`src/hdl/tcw_pkg.sv`:
```
`timescale 1ns / 1ps
// Shared types and constants of the text console character writer.
// Depends on nothing; every other file but tcw_ram refers to it by scoped names.
package tcw_pkg;

  // Screen geometry and tab spacing
  localparam int COLUMNS   = 80;
  localparam int ROWS      = 25;
  localparam int TAB_WIDTH = 8;
  localparam int CELLS     = COLUMNS * ROWS;

  // Field widths fixed by the interface
  localparam int COL_W   = 7;
  localparam int ROW_W   = 5;
  localparam int LIN_W   = 11;
  localparam int CHAR_W  = 8;
  localparam int CELL_W  = 2 * CHAR_W;
  localparam int ADDR_W  = $clog2(CELLS);

  // Sweep start and end points
  localparam logic [ADDR_W-1:0] SCROLL_SRC    = ADDR_W'(COLUMNS);
  localparam logic [ADDR_W-1:0] LAST_ROW_BASE = ADDR_W'((ROWS - 1) * COLUMNS);
  localparam logic [ADDR_W-1:0] FIRST_CELL    = '0;
  localparam logic [ADDR_W-1:0] LAST_CELL     = ADDR_W'(CELLS - 1);

  // Character codes and cell values
  localparam logic [CHAR_W-1:0] CH_BS    = 8'd8;
  localparam logic [CHAR_W-1:0] CH_TAB   = 8'd9;
  localparam logic [CHAR_W-1:0] CH_LF    = 8'd10;
  localparam logic [CHAR_W-1:0] CH_FF    = 8'd12;
  localparam logic [CHAR_W-1:0] CH_CR    = 8'd13;
  localparam logic [CHAR_W-1:0] CH_SPACE = 8'h20;
  localparam logic [CHAR_W-1:0] RESET_ATTR = 8'h07;
  localparam logic [CELL_W-1:0] RESET_CELL = {RESET_ATTR, CH_SPACE};

  localparam logic FUNC_PUT  = 1'b0;
  localparam logic FUNC_READ = 1'b1;

  // Next tab stop for every column value the index can take
  typedef logic [2**COL_W-1:0][COL_W:0] tab_tbl_t;

  function automatic tab_tbl_t build_tab_next();
    tab_tbl_t tbl;
    for (int i = 0; i < 2**COL_W; i++) begin
      tbl[i] = (COL_W+1)'(((i + TAB_WIDTH) / TAB_WIDTH) * TAB_WIDTH);
    end
    return tbl;
  endfunction

  localparam tab_tbl_t TAB_NEXT = build_tab_next();

  typedef enum logic [2:0] {
    ST_CLEAR,
    ST_IDLE,
    ST_EXEC,
    ST_READ,
    ST_SCROLL,
    ST_FLUSH,
    ST_BLANK,
    ST_FINISH
  } tcw_state_e;

  // Controller to datapath
  typedef struct packed {
    logic              latch;
    logic              exec;
    logic              capture;
    logic              clear;
    logic              blank;
    logic              copy;
    logic              ptr_inc;
    logic              ptr_load;
    logic [ADDR_W-1:0] ptr_base;
    logic              load_result;
  } tcw_cmd_t;

  // Datapath to controller
  typedef struct packed {
    logic is_read;
    logic do_scroll;
    logic do_ff;
    logic ptr_last;
  } tcw_sts_t;

  // Result word
  typedef struct packed {
    logic [CHAR_W-1:0] cell_char;
    logic [CHAR_W-1:0] cell_attr;
    logic [COL_W-1:0]  cursor_col;
    logic [ROW_W-1:0]  cursor_row;
    logic [LIN_W-1:0]  cursor_linear;
    logic              scrolled;
  } tcw_res_t;

endpackage

```
`src/hdl/tcw_ctrl.sv`:
```
`timescale 1ns / 1ps
// Sequencer of the text console writer: clearing pass, item decode, scroll and
// blank sweeps, result hand-off. Depends on tcw_pkg.
module tcw_ctrl (
  input  logic              clk_i,
  input  logic              rst_ni,
  input  logic              in_valid_i,
  output logic              in_ready_o,
  output logic              out_valid_o,
  input  logic              out_ready_i,
  input  tcw_pkg::tcw_sts_t sts_i,
  output tcw_pkg::tcw_cmd_t cmd_o
);

  tcw_pkg::tcw_state_e state_q, state_d;
  logic out_valid_q, out_valid_d;
  logic slot_free;

  assign slot_free = !out_valid_q || out_ready_i;

  always_comb begin
    state_d = state_q;
    case (state_q)
      tcw_pkg::ST_CLEAR:  if (sts_i.ptr_last) state_d = tcw_pkg::ST_IDLE;
      tcw_pkg::ST_IDLE:   if (in_valid_i) state_d = tcw_pkg::ST_EXEC;
      tcw_pkg::ST_EXEC: begin
        if (sts_i.is_read) state_d = tcw_pkg::ST_READ;
        else if (sts_i.do_ff) state_d = tcw_pkg::ST_BLANK;
        else if (sts_i.do_scroll) state_d = tcw_pkg::ST_SCROLL;
        else state_d = tcw_pkg::ST_FINISH;
      end
      tcw_pkg::ST_READ:   state_d = tcw_pkg::ST_FINISH;
      tcw_pkg::ST_SCROLL: if (sts_i.ptr_last) state_d = tcw_pkg::ST_FLUSH;
      tcw_pkg::ST_FLUSH:  state_d = tcw_pkg::ST_BLANK;
      tcw_pkg::ST_BLANK:  if (sts_i.ptr_last) state_d = tcw_pkg::ST_FINISH;
      tcw_pkg::ST_FINISH: if (slot_free) state_d = tcw_pkg::ST_IDLE;
      default:            state_d = tcw_pkg::ST_IDLE;
    endcase
  end

  always_comb begin
    cmd_o = '0;
    cmd_o.ptr_base = tcw_pkg::FIRST_CELL;
    in_ready_o = 1'b0;
    case (state_q)
      tcw_pkg::ST_CLEAR: begin
        cmd_o.clear   = 1'b1;
        cmd_o.ptr_inc = 1'b1;
      end
      tcw_pkg::ST_IDLE: begin
        in_ready_o  = 1'b1;
        cmd_o.latch = in_valid_i;
      end
      tcw_pkg::ST_EXEC: begin
        cmd_o.exec = 1'b1;
        if (!sts_i.is_read && (sts_i.do_ff || sts_i.do_scroll)) begin
          cmd_o.ptr_load = 1'b1;
          cmd_o.ptr_base = sts_i.do_ff ? tcw_pkg::FIRST_CELL : tcw_pkg::SCROLL_SRC;
        end
      end
      tcw_pkg::ST_READ: cmd_o.capture = 1'b1;
      tcw_pkg::ST_SCROLL: begin
        cmd_o.copy    = 1'b1;
        cmd_o.ptr_inc = 1'b1;
      end
      tcw_pkg::ST_FLUSH: begin
        cmd_o.ptr_load = 1'b1;
        cmd_o.ptr_base = tcw_pkg::LAST_ROW_BASE;
      end
      tcw_pkg::ST_BLANK: begin
        cmd_o.blank   = 1'b1;
        cmd_o.ptr_inc = 1'b1;
      end
      tcw_pkg::ST_FINISH: cmd_o.load_result = slot_free;
      default: ;
    endcase
  end

  always_comb begin
    if (cmd_o.load_result) out_valid_d = 1'b1;
    else if (out_ready_i) out_valid_d = 1'b0;
    else out_valid_d = out_valid_q;
  end

  always_ff @(posedge clk_i or negedge rst_ni) begin
    if (!rst_ni) begin
      state_q     <= tcw_pkg::ST_CLEAR;
      out_valid_q <= 1'b0;
    end else begin
      state_q     <= state_d;
      out_valid_q <= out_valid_d;
    end
  end

  assign out_valid_o = out_valid_q;

endmodule

```
`config.mk`:
```
export PLATFORM = sky130hd
export DESIGN_NAME = tcw_ctrl
export DESIGN_NICKNAME = d
export VERILOG_FILES = /design/src/hdl/tcw_pkg.sv /design/src/hdl/tcw_ctrl.sv
export SDC_FILE = /design/constraint.sdc
export NUM_CORES = 1
export LEC_CHECK = 0
export BUFFER_PORTS_ARGS = -buffer_cell sky130_fd_sc_hd__buf_2
export CAP_MARGIN = 20
export CORE_AREA = 5 5 42 44
export CTS_CLUSTER_DIAMETER = 30
export DETAILED_ROUTE_END_ITERATION = 16
export DIE_AREA = 0 0 47 49
export PLACE_DENSITY = 0.75
export SLEW_MARGIN = 20
export SYNTH_ARGS = -nofsm -noshare
export SYNTH_HDL_FRONTEND = slang
export SYNTH_SLANG_ARGS = --single-unit
export TNS_END_PERCENT = 10
```
`constraint.sdc`:
```
create_clock -name clk_i -period 3.3 [get_ports clk_i]
set_input_delay 0.825 -clock clk_i [delete_from_list [all_inputs] [get_ports clk_i]]
set_output_delay 0.825 -clock clk_i [all_outputs]
set_load 0.05 [all_outputs]
```
# Word level (Yosys, flattened, before mapping)
# Cells that the tools add are included.
# word_totals
ff_bits	4
latchBits	0
ram_bits	0
mem_bits_ro	0
input_bits	8
out_inout_bits	22
elab_cells	46
mem_count	0
# op_classes
n_addsub	0
mul	0
div_mod_pow	0
magnitude_cmp	0
n_eq_ne	12
shifts	0
mux	23
bitwise	0
n_reduce_logical	9
# ops
cell	n
case mux 12 bit (2 select lines)	1
case mux 3 bit (8 select lines)	1
2-to-1 mux 3 bit	6
== test 3 bit, second input constant	4
2-to-1 mux 12 bit	1
2-to-1 mux 1 bit	11
inequality test 2 bit, second input constant	5
2-to-1 mux 7 bit	1
== test 3 x 2 -> 1 bit, second input constant	2
AND reduction 5 bit	1
2-to-1 mux 2 bit	2
== test 3 x 1 -> 1 bit, second input constant	1
zero test 3 bit	1
OR reduction 3 bit	1
zero test 1 bit	2
logical OR 1 bit	2
nonzero test 2 bit	1
logical AND 1 bit	1

# Logic depth before layout (Yosys ltp)
# depth
word_depth	4
depth_mapped	4
depth_no_buf	3

# Worst setup path before layout
# OpenSTA, ideal clock, no wires.
# synth_path
path_kind	register to output
start	register state_q[2]
end	output cmd_o[12] (netlist bit)
arrival_time_ns	2.399
required_ns	2.475
setup_slack_ns	0.076
path_stages_with_launch	5
n_path_buf	1
path_cell_list	dfrtp_1 buf_6 inv_2 nor3b_1 or2_1
# synth_lines
element	line_no	rtl
start, declared	tcw_ctrl.sv:15	tcw_pkg::tcw_state_e state_q, state_d;
start signal, assigned	tcw_ctrl.sv:87	state_q <= tcw_pkg::ST_CLEAR;
start signal, assigned	tcw_ctrl.sv:90	state_q <= state_d;
end, declared	tcw_ctrl.sv:12	output tcw_pkg::tcw_cmd_t cmd_o

==> impl_metrics.tcl <==
set metrics [dict create \
    hold_class "primary input to asynchronous set/reset pin" \
    top_layer_used "met4" \
    grt_pass1_vias 321 \
    numCtsBuffers 3 \
    synth.area.top_cells "dfrtp_1 24%, buf_4 18%, nor2_1 5.4%" \
    multi_input_area_um2 225 \
    cts_resized 0 \
    post-dp-hpwl_um 736 \
    fin_util 0.354 \
    final-max-slew-violation-count 0 \
    seq_area_um2 100 \
    syn-cell-area_um2 414 \
    clk_latency_ps 230 \
    r2r_cells 3 \
    yosysTopAreaCellShare 0.242 \
    dr_wl_met2_um 424 \
    worstPathMaxFanout 3 \
    io_buffers 24 \
    wire_per_inst_um 10.2 \
    wl_um 888 \
    drc 0 \
    synth-seq-cells 4 \
    grt_pass1_wl_mm 1.31 \
    cts.sinks 4 \
    drive_above_1_share 0.423 \
    viasPerCell 4.60 \
    grt_max_degree 16 \
    rsz0062_at_grt "no" \
    m1WireLength_um 333 \
    drv_cap 0 \
    drtAntennaViolNets 0 \
    postCtsSetupBuffers 0 \
    status "finished clean" \
    critPathLaunchType "primary input" \
    hold_ws_ps 392 \
    grt_overflow_total 0 \
    cts.reportedPaths.clkPinSlew_ps 30 \
    fmax_ghz 0.397 \
    cts.htree.levels 1 \
    worstSetupPathType "primary input to output pin" \
    synth_edf_count 0 \
    diodes 0 \
    yosysWarnings 0 \
    fin_nets 81 \
    rrSetupSlack_ps 1940 \
    seq_area_frac_synth 0.242 \
    vias 400 \
    fillers 168 \
    r2r-end "state_q[1]" \
    fin_setup_tns_ps 0 \
    synth_area_per_cell_um2 7.81 \
    drt_iter0_drc 8 \
    period_needed_ps 2520 \
    setup_viol 0 \
    antenna_found_initial 0 \
    synth_most_common_cell "buf_4" \
    io_pins 30 \
    start_util 0.296 \
    gp_congestion 0.806 \
    syn_to_final_growth_pct 19.6 \
    synthTopCellsByCount "10 x buf_4, 6 x nor2_1, 4 x dfrtp_1" \
    cp.required_ps 2470 \
    die_x_um 47 \
    num_rows 14 \
    grt_use_total 0.0799 \
    wl_met3_um 114 \
    synth.distinct_cells 25 \
    core-area_um2 1400 \
    timing.rr.start "state_q[1]" \
    fp.dieH_um 49 \
    synth_flop_cell "dfrtp_1" \
    ctsRootBufferMaster "clkbuf_4" \
    synthCells 53 \
    fin_crit_sh 0.764 \
    cts_tree "built" \
    yosysTopAreaCell "dfrtp_1" \
    synthArstFlopShare 1.00 \
    firstDrtPassIters 4 \
    clk_path_buf_depth 2 \
    hold_viol_final 0 \
    end_kind "output pin" \
    ctsHoldBuffers 0 \
    worstPathArrival_ps 1700 \
    skew_ps 0.609 \
    die-area_um2 2300 \
]
[cells in the final DEF (no fill, tap or decap), types with 2 or more instances in the layout]
master,instances
buf_2,24
nor2_1,6
conb_1,5
dfrtp_1,4
nor3_1,3
clkbuf_4,3
nand2b_1,2
or2_1,2
and3_1,2
a21oi_1,2
nand3_1,2
nor2b_1,2
o21ai_0,2
nand2_1,2
[kinds of logic (layout without fill, tap and decap cells)]
kind of cell           Yosys count  count (layout)  synth area share
DFF                              4               4             0.242
AOI/OAI and AO/OA                8               8             0.130
buffers and inverters           15              29             0.251
and+or+nand+nor                 25              25             0.369
other                            1               5           0.00905
[registers in the layout, indices dropped and copies added (netlist names)]
signal       count
out_valid_o      1
state_q          3
[area by class of cell]
cell class | instances | area share
repair buffers | 24 | 0.242
flip-flops and latches | 4 | 0.202
inverters | 2 | 0.0152
well taps | 16 | 0.0404
clock buffers | 3 | 0.0455
multi-input cells | 38 | 0.455
[worst max-delay path by stage]
stage	startpoint	end	slack (ps)	depth (start not counted)
floorplan	state_q[2]	cmd_o[12]	80	4
global placement	sts_i[3]	cmd_o[12]	810	5
detailed placement	sts_i[3]	cmd_o[12]	780	5
CTS	state_q[2]	cmd_o[12]	760	4
global route	state_q[2]	cmd_o[12]	600	4
finish	sts_i[3]	cmd_o[12]	780	5
[stage by stage]
stage	std cells	cell area (um^2)	worst slack, ps
after floorplan	57	429	75.6
after global placement	84	473	806
after detailed placement	84	473	775
after CTS	87	495	761
after global routing	87	495	604
final	87	495	779
[metal layers]
| layer | vias up | global-route usage |
|---|---|---|
| li1 | 201 | - |
| met1 | 172 | 0.0824 |
| met2 | 25 | 0.124 |
| met3 | 2 | 0.0221 |
| met4 | 0 | 0.0691 |
| met5 | - | 0 |
[critical path, stage by stage]
cell and delay, ps:
buf_2 120, or2_1 230, nor3_1 160, or2_1 110, buf_2 250
Power is left out: the tool's default activity adds up to more than one toggle a clock period on the data nets, which glitch-free logic cannot reach.
